File: src/rtl/srle_pkg.sv
// srle_pkg: types and constants shared by the sprite line run-length decoder
// used by srle_cfg, srle_core and sprite_line_rle_decoder; no dependencies
`timescale 1ns / 1ps
`default_nettype none

package srle_pkg;

  localparam int unsigned DIM_W   = 13;  // width of the size registers and position state
  localparam int unsigned ROW_W   = 12;
  localparam int unsigned COL_W   = 12;
  localparam int unsigned CNT_W   = 9;
  localparam int unsigned BYTE_W  = 8;
  localparam int unsigned MODE_W  = 2;
  localparam int unsigned IDX_W   = 2;

  // register indexes of the configuration port
  localparam logic [IDX_W-1:0] REG_MODE  = 2'd0;
  localparam logic [IDX_W-1:0] REG_WIDTH = 2'd1;
  localparam logic [IDX_W-1:0] REG_COUNT = 2'd2;

  // coding mode codes
  localparam logic [MODE_W-1:0] MODE_RAW    = 2'd0;
  localparam logic [MODE_W-1:0] MODE_PAIR   = 2'd1;
  localparam logic [MODE_W-1:0] MODE_PACKED = 2'd2;

  localparam logic [BYTE_W-1:0] PAIR_LIT_MARK = 8'd255;  // value byte that opens a literal
  localparam logic [2:0]        PACK_LIT_TOP  = 3'b111;  // top bits that open a literal

  typedef enum logic [1:0] {
    PH_HEAD = 2'd0,
    PH_LEN  = 2'd1,
    PH_LIT  = 2'd2,
    PH_SKIP = 2'd3
  } phase_e;

  typedef struct packed {
    logic [MODE_W-1:0] mode;
    logic [DIM_W-1:0]  width;  // already limited to the size cap
    logic [DIM_W-1:0]  count;  // already limited to the size cap
  } cfg_t;

  typedef struct packed {
    logic [BYTE_W-1:0] pixel_value;
    logic [CNT_W-1:0]  run_count;
    logic [ROW_W-1:0]  row;
    logic [COL_W-1:0]  column;
    logic              line_end;
    logic              image_end;
    logic              overrun;
  } run_t;

endpackage

`default_nettype wire

File: src/rtl/sprite_line_rle_decoder.sv
// sprite_line_rle_decoder: an accepted item is held in the input register, then decoded
// into the result register; one item per cycle sustained while the result register is
// free or being emptied, the decode state being updated in the same cycle as the result
// an item that gives no result leaves the result register untouched
// reset (async, active low) clears decode state, config to raw / 1x1, both registers empty
// depends on srle_pkg, srle_cfg, srle_core
`timescale 1ns / 1ps
`default_nettype none

module sprite_line_rle_decoder #(
  parameter int unsigned MAX_DIM = 4096
) (
  input  wire logic                          clk_i,
  input  wire logic                          rst_ni,
  input  wire logic                          cfg_we_i,
  input  wire logic [srle_pkg::IDX_W-1:0]    cfg_index_i,
  input  wire logic [srle_pkg::DIM_W-1:0]    cfg_data_i,
  input  wire logic                          in_valid_i,
  output logic                               in_ready_o,
  input  wire logic                          first_i,
  input  wire logic [srle_pkg::BYTE_W-1:0]   code_byte_i,
  output logic                               out_valid_o,
  input  wire logic                          out_ready_i,
  output logic [srle_pkg::BYTE_W-1:0]        pixel_value_o,
  output logic [srle_pkg::CNT_W-1:0]         run_count_o,
  output logic [srle_pkg::ROW_W-1:0]         row_o,
  output logic [srle_pkg::COL_W-1:0]         column_o,
  output logic                               line_end_o,
  output logic                               image_end_o,
  output logic                               overrun_o
);
  import srle_pkg::*;

  cfg_t               cfg;
  logic               in_valid_q;
  logic               first_q;
  logic [BYTE_W-1:0]  byte_q;
  logic               advance;
  logic               run_valid;
  run_t               run;
  logic               out_valid_q;
  run_t               out_q;

  srle_cfg #(
    .MAX_DIM (MAX_DIM)
  ) u_cfg (
    .clk_i       (clk_i),
    .rst_ni      (rst_ni),
    .cfg_we_i    (cfg_we_i),
    .cfg_index_i (cfg_index_i),
    .cfg_data_i  (cfg_data_i),
    .cfg_o       (cfg)
  );

  // the held item moves on when the result register is free or being emptied
  assign advance    = in_valid_q && (!out_valid_q || out_ready_i);
  assign in_ready_o = !in_valid_q || advance;

  always_ff @(posedge clk_i or negedge rst_ni) begin
    if (!rst_ni) begin
      in_valid_q <= 1'b0;
    end else if (in_ready_o) begin
      in_valid_q <= in_valid_i;
    end
  end

  always_ff @(posedge clk_i) begin
    if (in_ready_o && in_valid_i) begin
      first_q <= first_i;
      byte_q  <= code_byte_i;
    end
  end

  srle_core u_core (
    .clk_i       (clk_i),
    .rst_ni      (rst_ni),
    .cfg_i       (cfg),
    .step_i      (advance),
    .first_i     (first_q),
    .code_byte_i (byte_q),
    .run_valid_o (run_valid),
    .run_o       (run)
  );

  always_ff @(posedge clk_i or negedge rst_ni) begin
    if (!rst_ni) begin
      out_valid_q <= 1'b0;
    end else if (advance && run_valid) begin
      out_valid_q <= 1'b1;
    end else if (out_ready_i) begin
      out_valid_q <= 1'b0;
    end
  end

  always_ff @(posedge clk_i) begin
    if (advance && run_valid) begin
      out_q <= run;
    end
  end

  assign out_valid_o   = out_valid_q;
  assign pixel_value_o = out_q.pixel_value;
  assign run_count_o   = out_q.run_count;
  assign row_o         = out_q.row;
  assign column_o      = out_q.column;
  assign line_end_o    = out_q.line_end;
  assign image_end_o   = out_q.image_end;
  assign overrun_o     = out_q.overrun;

endmodule

`default_nettype wire

File: src/rtl/srle_cfg.sv
// srle_cfg: configuration registers of the decoder, with the size cap applied
// depends on srle_pkg
`timescale 1ns / 1ps
`default_nettype none

module srle_cfg #(
  parameter int unsigned MAX_DIM = 4096
) (
  input  wire logic                         clk_i,
  input  wire logic                         rst_ni,
  input  wire logic                         cfg_we_i,
  input  wire logic [srle_pkg::IDX_W-1:0]   cfg_index_i,
  input  wire logic [srle_pkg::DIM_W-1:0]   cfg_data_i,
  output srle_pkg::cfg_t                    cfg_o
);
  import srle_pkg::*;

  // a cap above what the register can hold never bites
  localparam int unsigned CapInt = (MAX_DIM > (2 ** DIM_W) - 1) ? (2 ** DIM_W) - 1 : MAX_DIM;
  localparam logic [DIM_W-1:0] DimCap = DIM_W'(CapInt);

  logic [MODE_W-1:0] mode_q;
  logic [DIM_W-1:0]  width_q;
  logic [DIM_W-1:0]  count_q;

  always_ff @(posedge clk_i or negedge rst_ni) begin
    if (!rst_ni) begin
      mode_q  <= MODE_RAW;
      width_q <= DIM_W'(1);
      count_q <= DIM_W'(1);
    end else if (cfg_we_i) begin
      case (cfg_index_i)
        REG_MODE:  mode_q  <= cfg_data_i[MODE_W-1:0];
        REG_WIDTH: width_q <= cfg_data_i;
        REG_COUNT: count_q <= cfg_data_i;
        default: ;
      endcase
    end
  end

  assign cfg_o.mode  = mode_q;
  assign cfg_o.width = (width_q > DimCap) ? DimCap : width_q;
  assign cfg_o.count = (count_q > DimCap) ? DimCap : count_q;

endmodule

`default_nettype wire

File: src/rtl/srle_core.sv
// srle_core: decode state (phase, held value, literal count, row, column) and
// the single-pass byte decode; depends on srle_pkg
`timescale 1ns / 1ps
`default_nettype none

module srle_core (
  input  wire logic                          clk_i,
  input  wire logic                          rst_ni,
  input  srle_pkg::cfg_t                     cfg_i,
  input  wire logic                          step_i,
  input  wire logic                          first_i,
  input  wire logic [srle_pkg::BYTE_W-1:0]   code_byte_i,
  output logic                               run_valid_o,
  output srle_pkg::run_t                     run_o
);
  import srle_pkg::*;

  phase_e             phase_q, phase_d;
  logic [BYTE_W-1:0]  held_q, held_d;
  logic [CNT_W-1:0]   lit_q, lit_d;
  logic [DIM_W-1:0]   col_q, col_d;
  logic [DIM_W-1:0]   row_q, row_d;

  phase_e             phase_base;
  logic [CNT_W-1:0]   lit_base;
  logic [CNT_W-1:0]   lit_dec;
  logic [DIM_W-1:0]   col_base;
  logic [DIM_W-1:0]   row_base;
  logic               done;
  logic               emit_go;
  logic               lit_byte;
  logic [BYTE_W-1:0]  emit_val;
  logic [CNT_W-1:0]   emit_cnt;
  logic [CNT_W-1:0]   pair_len;
  logic [CNT_W-1:0]   pack_len;
  logic [DIM_W:0]     end_col;
  logic [DIM_W:0]     row_inc;
  logic               le;
  logic               ov;
  logic               ie;

  always_comb begin
    // a first item restarts the sprite before the byte is decoded
    phase_base = first_i ? PH_HEAD : phase_q;
    lit_base   = first_i ? '0 : lit_q;
    col_base   = first_i ? '0 : col_q;
    row_base   = first_i ? '0 : row_q;
    done       = (row_base >= cfg_i.count);
    lit_dec    = lit_base - CNT_W'(1);
    pair_len   = {1'b0, code_byte_i} + CNT_W'(1);
    pack_len   = {4'b0, code_byte_i[4:0]} + CNT_W'(1);

    phase_d  = phase_base;
    lit_d    = lit_base;
    held_d   = held_q;
    emit_go  = 1'b0;
    lit_byte = 1'b0;
    emit_val = code_byte_i;
    emit_cnt = CNT_W'(1);

    if (!done) begin
      case (cfg_i.mode)
        MODE_PAIR: begin
          case (phase_base)
            PH_LIT: begin
              emit_go  = 1'b1;
              lit_byte = 1'b1;
            end
            PH_SKIP: begin
              lit_d = lit_dec;
              if (lit_dec == '0) phase_d = PH_HEAD;
            end
            PH_HEAD: begin
              held_d  = code_byte_i;
              phase_d = PH_LEN;
            end
            default: begin
              if (held_q == PAIR_LIT_MARK) begin
                lit_d   = pair_len;
                phase_d = PH_LIT;
              end else begin
                phase_d  = PH_HEAD;
                emit_go  = 1'b1;
                emit_val = held_q;
                emit_cnt = pair_len;
              end
            end
          endcase
        end
        MODE_PACKED: begin
          case (phase_base)
            PH_LIT: begin
              emit_go  = 1'b1;
              lit_byte = 1'b1;
            end
            PH_SKIP: begin
              lit_d = lit_dec;
              if (lit_dec == '0) phase_d = PH_HEAD;
            end
            default: begin
              // a length phase left over from pair mode counts as a header
              if (code_byte_i[7:5] == PACK_LIT_TOP) begin
                lit_d   = pack_len;
                phase_d = PH_LIT;
              end else begin
                phase_d  = PH_HEAD;
                emit_go  = 1'b1;
                emit_val = {5'b0, code_byte_i[7:5]};
                emit_cnt = pack_len;
              end
            end
          endcase
        end
        default: begin
          phase_d = PH_HEAD;
          lit_d   = '0;
          emit_go = 1'b1;
        end
      endcase
    end

    end_col = {1'b0, col_base} + {{(DIM_W + 1 - CNT_W){1'b0}}, emit_cnt};
    row_inc = {1'b0, row_base} + (DIM_W + 1)'(1);
    le      = (end_col >= {1'b0, cfg_i.width});
    ov      = (end_col > {1'b0, cfg_i.width});
    ie      = le && (row_inc >= {1'b0, cfg_i.count});

    col_d = col_base;
    row_d = row_base;
    if (emit_go) begin
      if (le) begin
        col_d = '0;
        row_d = row_inc[DIM_W-1:0];
      end else begin
        col_d = end_col[DIM_W-1:0];
      end
    end

    // literal bytes past the row end are swallowed
    if (lit_byte) begin
      lit_d = lit_dec;
      if (lit_dec == '0) begin
        phase_d = PH_HEAD;
      end else if (le) begin
        ov      = 1'b1;
        phase_d = PH_SKIP;
      end
    end

    run_valid_o       = emit_go;
    run_o.pixel_value = emit_val;
    run_o.run_count   = emit_cnt;
    run_o.row         = row_base[ROW_W-1:0];
    run_o.column      = col_base[COL_W-1:0];
    run_o.line_end    = le;
    run_o.image_end   = ie;
    run_o.overrun     = ov;
  end

  always_ff @(posedge clk_i or negedge rst_ni) begin
    if (!rst_ni) begin
      phase_q <= PH_HEAD;
      held_q  <= '0;
      lit_q   <= '0;
      col_q   <= '0;
      row_q   <= '0;
    end else if (step_i) begin
      phase_q <= phase_d;
      held_q  <= held_d;
      lit_q   <= lit_d;
      col_q   <= col_d;
      row_q   <= row_d;
    end
  end

endmodule

`default_nettype wire
File: config.mk
export PLATFORM = sky130hd
export DESIGN_NAME = sprite_line_rle_decoder
export DESIGN_NICKNAME = d
export VERILOG_FILES = /design/src/rtl/srle_pkg.sv /design/src/rtl/sprite_line_rle_decoder.sv /design/src/rtl/srle_cfg.sv /design/src/rtl/srle_core.sv
export SDC_FILE = /design/constraint.sdc
export NUM_CORES = 1
export LEC_CHECK = 0
export ABC_AREA = 1
export BUFFER_PORTS_ARGS = -buffer_cell sky130_fd_sc_hd__buf_4
export CAP_MARGIN = 20
export CELL_PAD_IN_SITES_DETAIL_PLACEMENT = 1
export CELL_PAD_IN_SITES_GLOBAL_PLACEMENT = 2
export CORE_MARGIN = 2
export CORE_UTILIZATION = 30
export DETAILED_ROUTE_END_ITERATION = 7
export GPL_TIMING_DRIVEN = 0
export PLACE_DENSITY = 0.78
export SYNTH_ARGS = -nofsm -noshare
export SYNTH_HDL_FRONTEND = slang
export SYNTH_HIERARCHICAL = 1
export SYNTH_SLANG_ARGS = --single-unit
export TNS_END_PERCENT = 100
File: constraint.sdc
create_clock -name clk_i -period 15.65 [get_ports clk_i]
set_clock_uncertainty 0.1 [all_clocks]
set_input_delay 3.13 -clock clk_i [delete_from_list [all_inputs] [get_ports clk_i]]
set_output_delay 3.13 -clock clk_i [all_outputs]
set_load 0.01 [all_outputs]
## Word level (Yosys, flattened, before mapping)

Index checks and enable logic that the tools add are counted.

- Output and inout port bits: 46
- Word-level logic and storage cells: 113
- Bits in registers: 128
- Input port bits: 29

- Magnitude comparators: 6
- Mux-type cells: 53
- Eq/ne operators: 8
- Add/subtract/negate cells: 5
- Reductions and logical operators: 21
- Bitwise operators: 1

Operators by type and width:

| operator | count |
|---|---|
| $mux W13 | 8 |
| $mux W9 | 10 |
| $pmux W9 S2 | 4 |
| $mux W8 | 5 |
| $ge A14 B13 Y1 | 2 |
| $gt A13 B13 Y1 const B | 2 |
| $mux W2 | 8 |
| $pmux W8 S2 | 1 |
| $add A13 B1 Y14 const B | 1 |
| $add A13 B9 Y14 | 1 |
| $gt A14 B13 Y1 | 1 |
| $ge A13 B13 Y1 | 1 |
| $mux W1 | 11 |
| $add A8 B1 Y9 const B | 1 |
| $logic_not A9 Y1 | 1 |
| $sub A9 B1 Y9 const B | 1 |
| $eq A2 B2 Y1 const B | 4 |
| $eq A8 B8 Y1 const B | 1 |
| $pmux W2 S2 | 2 |
| $reduce_or A2 Y1 | 4 |
| $add A5 B1 Y6 const B | 1 |
| $pmux W1 S2 | 3 |
| $pmux W2 S3 | 1 |
| $reduce_and A2 Y1 | 3 |
| 10 further kinds | 17 |

## Longest topological paths before layout

Gate-level depths: netlist of the first run.

- Depth after elaboration: 11
- Depth in mapped cells: 39
- Mapped depth without buffers: 37

## Cells and area by module

The synthesis of the first run kept the hierarchy.

Modules (own cells, without submodules):

| module | area each (um^2) | times used | cells an instance | seq. area each (um^2) |
|---|---|---|---|---|
| srle_core | 5,644.2 | 1 | 893 | 1,126.1 |
| sprite_line_rle_decoder | 1,697.9 | 1 | 68 | 1,641.6 |
| srle_cfg | 1,467.7 | 1 | 182 | 703.2 |

## Worst setup path before layout of the first run

No wires, ideal clock.

- Path kind: input-to-output
- Start: input out_ready_i
- End: output in_ready_o
- Arrival: 3.286 ns
- Buffers on the path: 0
- Data required time: 12.420 ns
- Setup slack: 9.134 ns
- Cell stages on the path: 2
- Cells stage by stage: inv_1 nand3_2

- Longest elaborated chain between the ends: 3

Ends and longest elaborated chain:

| item | RTL line | source |
|---|---|---|
| from (decl) | sprite_line_rle_decoder.sv:23 | `input wire logic out_ready_i,` |
| $logic_or A1 B1 Y1 | sprite_line_rle_decoder.sv:56 | `assign advance = in_valid_q && (!out_valid_q \|\| out_ready_i);` |
| $logic_and A1 B1 Y1 | sprite_line_rle_decoder.sv:56 |  |
| $logic_or A1 B1 Y1 | sprite_line_rle_decoder.sv:57 | `assign in_ready_o = !in_valid_q \|\| advance;` |
| to (decl) | sprite_line_rle_decoder.sv:19 | `output logic in_ready_o,` |

No other way between the ends.

==> qor.tcl, run 1 <==
set qor(max_clock_freq_mhz) 138
set qor(drtAntennaViolNets) 0
set qor(wirelength_per_cell_um) 17.5
set qor(num_vias) 7874
set qor(postSynth.asyncResetShare_pct) 58.6
set qor(final_common_cell) {nand2_1}
set qor(design.final.nets) 1317
set qor(crit_arrival_ns) 7.47
set qor(clkLatencyLatePin_ns) 0.43
set qor(cts_root_buffer) {clkbuf_16}
set qor(grt_pass1_wl_um) 45900
set qor(sequential_cell_area_in_the_final_layout_um2) 3470
set qor(status) {finished clean}
set qor(critPathSlowestCell) {clkbuf_1}
set qor(launch_point_of_the_worst_hold_path) {u_cfg/count_q[10]}
set qor(net_count_after_synthesis) 1222
set qor(yosysUniqueCellTypes) 52
set qor(setup_viol) 0
set qor(synthDominantAreaCellType) {dfrtp_1}
set qor(clkPwrFrac_pct) 25.2
set qor(timing.final.max_slew_violations) 0
set qor(synth_enable_flop_cells) 53
set qor(worst_setup_path_start_kind) {register}
set qor(synth-seq-cells) 128
set qor(r2r-end) {u_core/row_q[11]}
set qor(grt_setup_unrepaired) {no}
set qor(coreArea_um2) 28800
set qor(drt-initial-drc-count) 454
set qor(timing.setup.tns_ns) 0
set qor(crit_type) {register to register}
set qor(regToRegStartpoint) {first_q}
set qor(crit_path_max_fanout) 10
set qor(tritoncts.num_buffers) 17
set qor(grt_antenna_before_repair) 0
set qor(htree_num_levels) 4
set qor(power_switching_share_pct) 40.8
set qor(max_cap_viols) 0
set qor(rows) 62
set qor(hold_path_end) {u_cfg/count_q[10]}
set qor(drt_pass1_iterations) 5
set qor(finalHoldViolations) 0
set qor(switchingPower_w) 0.000593
set qor(worst_setup_hold_path_clk_slew_ns) 0.06
set qor(min_path_cells) 2
set qor(synthCells) 1143
set qor(postLayoutSetupSlackWorst_ns) 8.39
set qor(synth.yosys.seq_area_share_pct) 39.4
set qor(grt-ovfl-total) 0
set qor(avg_cell_area_syn_um2) 7.71
set qor(die_x_um) 175
set qor(clock_sink_count) 128
set qor(ys_warn_count) 6
set qor(max_slew.worst_pin.slew_ns) 0.874
set qor(worst-r2r-setup-slack_ns) 8.39
set qor(static_leakage_power_nw) 5.03
set qor(ff2ff_path_depth) 32
set qor(portBuffers) 74
set qor(cp-end-kind) {register}
set qor(cts_post_setup_buffers_inserted) 0
set qor(ys_dominant_reg_cell) {dfrtp_1}
set qor(hold_path_class) {register to register}
set qor(netlist_area_um2) 8810
set qor(grt_usage_pct) 19.2
set qor(commonest_non_fill_non_tap_cells_in_the_layout) {nand2_1 (248), inv_1 (186), nor2_1 (113)}
set qor(drc_errors) 0
set qor(post_cts_resized) 0
set qor(gpl_congestion) 0.851
set qor(power.share.combinational_pct) 41.0
set qor(period_minus_slack_ns) 7.26
set qor(floorplan.die.height_um) 175
set qor(synthTopCellsByArea) {dfrtp_1 (21%), edfxtp_1 (18%), nand2_1 (11%), inv_1 (7.9%), ha_1 (7.0%)}
set qor(timing.critical_path.required_ns) 15.86
set qor(maximum_number_of_pins_on_one_net_before_global_route_repair) 76
set qor(cts-root-to-sink-buffers) 2
set qor(n_fill_cell) 3488
set qor(pwr-share-seq_pct) 33.8
set qor(slew-limit-headroom_pct) 41.6
set qor(power.ir.vdd_worst_mv) 0.0755
set qor(synthDominantCellAreaShare_pct) 20.7
set qor(vias_per_cell) 4.82
set qor(floorplan.die_area_um2) 30800
set qor(power-per-cell-area_nw_per_um2) 139
set qor(drive_gt1_share_pct) 17.0
set qor(routed_wirelength_um) 28700
set qor(power_report.internal_total_w) 0.000860
set qor(initial_utilization_pct) 30.6
set qor(flow.area_growth_from_synthesis_pct) 18.4
set qor(grt_pass1_vias) 8194
set qor(top_level_ports) 75
set qor(timing.critical_path.slowest_cell_delay_ns) 0.62
set qor(antenna_cells) 0
set qor(cts-hold-fix-buffers) 0
set qor(post-route-period-util_pct) 46.4
set qor(placement.setup.worst_slack_ns) 8.37
set qor(place.detailed.hpwl_um) 22200
set qor(cts_tree) {yes}
set qor(multiInputGateArea_um2) 4380
flip-flops by register name (all words and copies together), names as in the netlist, 8 cells and up:
name / flops
byte_q: 8
u_core/row_q: 13
row_o: 12
run_count_o: 9
u_core/held_q: 8
u_cfg/width_q: 13
pixel_value_o: 8
column_o: 12
u_cfg/count_q: 13
u_core/lit_q: 9
u_core/col_q: 13
final cells by class:
cell class                 instances  area share, %
timing repair buffer              76           5.85
clock buffer                      19           4.15
sequential                       128           33.3
tap                              384           4.61
clock inverter                    13          0.876
buffer                            38           2.23
inverter                         194           7.05
multi-input combinational        783           42.0
power groups by stage:
| stage | clock, W | sequential, W | combinational (W) |
|---|---|---|---|
| CTS | 0.000376 | 0.000493 | 0.000603 |
| global placement | 0 | 0.000499 | 0.000578 |
| global route | 0.000386 | 0.000502 | 0.000668 |
| floorplan | 0 | 0.000504 | 0.000368 |
| finish | 0.000366 | 0.000491 | 0.000596 |
| detailed placement | 0 | 0.000498 | 0.000600 |
how the worst max path moves through the flow:
stage / startpoint / end / slack [ns]
2_1_floorplan: out_ready_i / in_ready_o / 9.13
3_3_place_gp: first_q / row_o[10] / 8.39
3_5_place_dp: first_q / u_core/row_q[11] / 8.37
4_1_cts: first_q / u_core/row_q[11] / 8.32
5_1_grt: first_q / u_core/row_q[1] / 7.89
6_report: first_q / u_core/row_q[11] / 8.39
cells in the mapped netlist, types with 5 or more instances:
library cell,count
nand2_1,248
inv_1,186
nor2_1,114
o21ai_0,84
dfrtp_1,73
edfxtp_1,53
nand3_1,53
ha_1,49
a21oi_1,48
xor2_1,21
a21oi_2,20
o21ai_1,18
o22ai_1,14
xnor2_1,13
clkbuf_1,12
nor2_2,12
buf_2,10
nand2_2,10
nand3_2,10
nand4_1,10
nor2_4,8
a31oi_1,7
buf_6,7
inv_2,7
buf_4,6
nor3_1,5
o211ai_1,5
worst max-delay path: cells and delay by family (launching register included):
family	cells	cell delay, ns
adders and majority gates	4	1.05
buffers and inverters	9	2.33
AOI/OAI and AO/OA	3	0.75
xor gates and xnor gates	2	0.31
DFF	1	0.37
and+or+nand+nor	14	2.25
cell families after synthesis:
family                   share of synthesized area [%]
flip-flops                                        39.4
XOR/XNOR                                          3.38
AND/OR/NAND/NOR                                   24.7
AO/OA/AOI/OAI                                     14.4
adder cells (fa/ha/maj)                           7.19
buffers and inverters                             11.0
per-stage QoR:
step | total power [W] | util [%] | area, um2 | hold WS, ns | cells
after detailed placement | 0.00110 | 34.3 | 9880 | 0.375 | 1602
after floorplan | 0.000872 | - | 8810 | 0.349 | 1143
after global placement | 0.00108 | 34.2 | 9850 | 0.365 | 1601
after CTS | 0.00147 | 36.2 | 10400 | 0.390 | 1634
final | 0.00145 | 36.2 | 10400 | 0.385 | 1635
after global routing | 0.00156 | 36.2 | 10400 | 0.431 | 1635
routing by layer:
metal	track usage, %	vias to the layer above	wire length, um
li1	-	3894	-
met1	26.1	3853	13800
met2	32.3	105	13900
met3	2.47	22	635
met4	5.10	0	333
met5	0	-	0
Note: power is estimated with default switching activity, not from simulation.
==> run 2: changes to the inputs <==
==> constraint.sdc (replaced) <==
create_clock -name clk_i -period 7 [get_ports clk_i]
set_clock_uncertainty 0.1 [all_clocks]
set_input_delay 1.4 -clock clk_i [delete_from_list [all_inputs] [get_ports clk_i]]
set_output_delay 1.4 -clock clk_i [all_outputs]
set_load 0.01 [all_outputs]
==> run 2 against run 1 <==
Net effect:
- sequential share of layout area stayed put
- global-route usage is 0.074 points lower
- core utilization stayed put
- flip-flop and latch count stayed put
- sequential power is 120% higher
- largest cell class unchanged
- largest power group unchanged
==> qor.tcl, run 2 (synthesis results as in run 1) <==
set qor(status) {finished clean}
set qor(use_met1_pct) 25.8
set qor(worst_setup_hold_path_clk_slew_ns) 0.06
set qor(drive_gt1_share_pct) 17.2
set qor(top_level_ports) 75
set qor(grt.met3_usage_pct) 2.49
set qor(gpl_congestion) 0.851
set qor(die_x_um) 175
set qor(grt_pass1_wl_um) 45700
set qor(cts_tree) {yes}
set qor(final_common_cell) {nand2_1}
set qor(power-per-cell-area_nw_per_um2) 312
set qor(antenna_cells) 0
set qor(crit_arrival_ns) 6.55
set qor(design.final.nets) 1316
set qor(htree_num_levels) 4
set qor(rows) 62
set qor(grt_antenna_before_repair) 0
set qor(timing.critical_path.required_ns) 7.09
set qor(timing.critical_path.slowest_cell_delay_ns) 0.41
set qor(portBuffers) 74
set qor(cts-root-to-sink-buffers) 2
set qor(cp-end-kind) {register}
set qor(hold_path_class) {register to register}
set qor(drt_pass1_iterations) 5
set qor(period_minus_slack_ns) 6.46
set qor(floorplan.die.height_um) 175
set qor(finalHoldViolations) 0
set qor(max_clock_freq_mhz) 155
set qor(coreArea_um2) 28800
set qor(met2_track_demand_over_resource_in_global_routing_pct) 32.2
set qor(crit_type) {register to register}
set qor(cts_root_buffer) {clkbuf_16}
set qor(tritoncts.num_buffers) 17
set qor(grt_setup_unrepaired) {no}
set qor(n_fill_cell) 3487
set qor(slew-limit-headroom_pct) 41.2
set qor(clock_sink_count) 128
set qor(cts_post_setup_buffers_inserted) 0
set qor(flow.area_growth_from_synthesis_pct) 18.4
set qor(grt_pass1_vias) 8190
set qor(place.detailed.hpwl_um) 22200
set qor(maximum_number_of_pins_on_one_net_before_global_route_repair) 76
set qor(worst-r2r-setup-slack_ns) 0.54
set qor(final_util_pct) 36.2
set qor(crit_path_max_fanout) 19
set qor(power.ir.vdd_worst_mv) 0.170
set qor(drt-initial-drc-count) 452
set qor(clkLatencyLatePin_ns) 0.43
set qor(vias_per_cell) 4.82
set qor(critPathSlowestCell) {edfxtp_1}
set qor(initial_utilization_pct) 30.6
set qor(wirelength_per_cell_um) 17.5
set qor(static_leakage_power_nw) 5.03
set qor(max_cap_viols) 0
set qor(commonest_non_fill_non_tap_cells_in_the_layout) {nand2_1 (248), inv_1 (186), nor2_1 (112)}
set qor(worst_path_dominant_cell_family) {simple AND/OR/NAND/NOR gates}
set qor(post-route-period-util_pct) 92.3
set qor(routed_wirelength_um) 28500
set qor(floorplan.die_area_um2) 30800
set qor(cp.buffers_inverters) 9
set qor(drtAntennaViolNets) 0
set qor(worst_setup_path_start_kind) {register}
set qor(grt.busiest_layer) {met2}
set qor(grt-ovfl-total) 0
set qor(setup_viol) 0
set qor(timing.final.max_slew_violations) 0
set qor(grt_usage_pct) 19.2
set qor(drc_errors) 0
set qor(max_slew.worst_pin.slew_ns) 0.880
set qor(timing.setup.tns_ns) 0
set qor(num_vias) 7873
run 2: layout make-up:
type                            count  area, um2  area share (%)
Multi-Input combinational cell    783       4380            42.0
Sequential cell                   128       3470            33.3
Inverter                          194        736            7.05
Clock buffer                       19        433            4.15
Clock inverter                     13       91.3           0.876
Tap cell                          384        480            4.61
Buffer                             37        230            2.21
Timing Repair Buffer               76        611            5.85
run 2: worst reg2reg max path: cells and delay by family (launching register included):
kind | cells | cell delay (ns)
AND/OR/NAND/NOR | 12 | 1.97
adder cells (fa/ha/maj) | 4 | 1.25
XOR/XNOR | 1 | 0.22
AO/OA/AOI/OAI | 4 | 0.80
flip-flops | 1 | 0.41
buffers and inverters | 9 | 1.48
run 2: through the flow:
step           setup WS (ns)  cell area [um2]  total power [W]  hold slack, ns  std cells
2_1_floorplan           1.71             8810          0.00195           0.349       1143
3_3_place_gp          -0.260             9850          0.00241           0.365       1601
3_5_place_dp          -0.280             9880          0.00246           0.375       1602
4_1_cts                0.287            10400          0.00329           0.390       1633
5_1_grt               0.0933            10400          0.00348           0.431       1634
6_report               0.539            10400          0.00325           0.384       1634
run 2: repair_timing:
action	in CTS	in global routing
hold buffers	0	0
hold endpoints to repair	0	0
setup endpoints to repair	28	16
resized for setup	0	3
run 2: worst paths after layout:
kind / start / end / cells after the start
setup / recovery: first_q / overrun_o / 30
hold / removal: u_cfg/count_q[10] / u_cfg/count_q[10] / 2
setup reg to reg: first_q / overrun_o / 30
hold reg to reg: u_cfg/count_q[10] / u_cfg/count_q[10] / 2
max in group asynchronous: rst_ni / u_cfg/width_q[0] / 2
min in group asynchronous: rst_ni / u_cfg/count_q[6] / 1
run 2: layer usage:
| layer | up-vias | wire length (um) |
|---|---|---|
| li1 | 3891 | - |
| met1 | 3862 | 13600 |
| met2 | 95 | 13800 |
| met3 | 25 | 665 |
| met4 | 0 | 409 |
| met5 | - | 0 |
run 2: power breakdown:
part / leakage, nW / internal, W / total [W] / switching, W
Clock: 0.258 / 0.000453 / 0.000818 / 0.000365
Sequential: 1.47 / 0.00100 / 0.00110 / 0.0000972
Combinational: 3.30 / 0.000468 / 0.00133 / 0.000866
Total: 5.03 / 0.00192 / 0.00325 / 0.00133
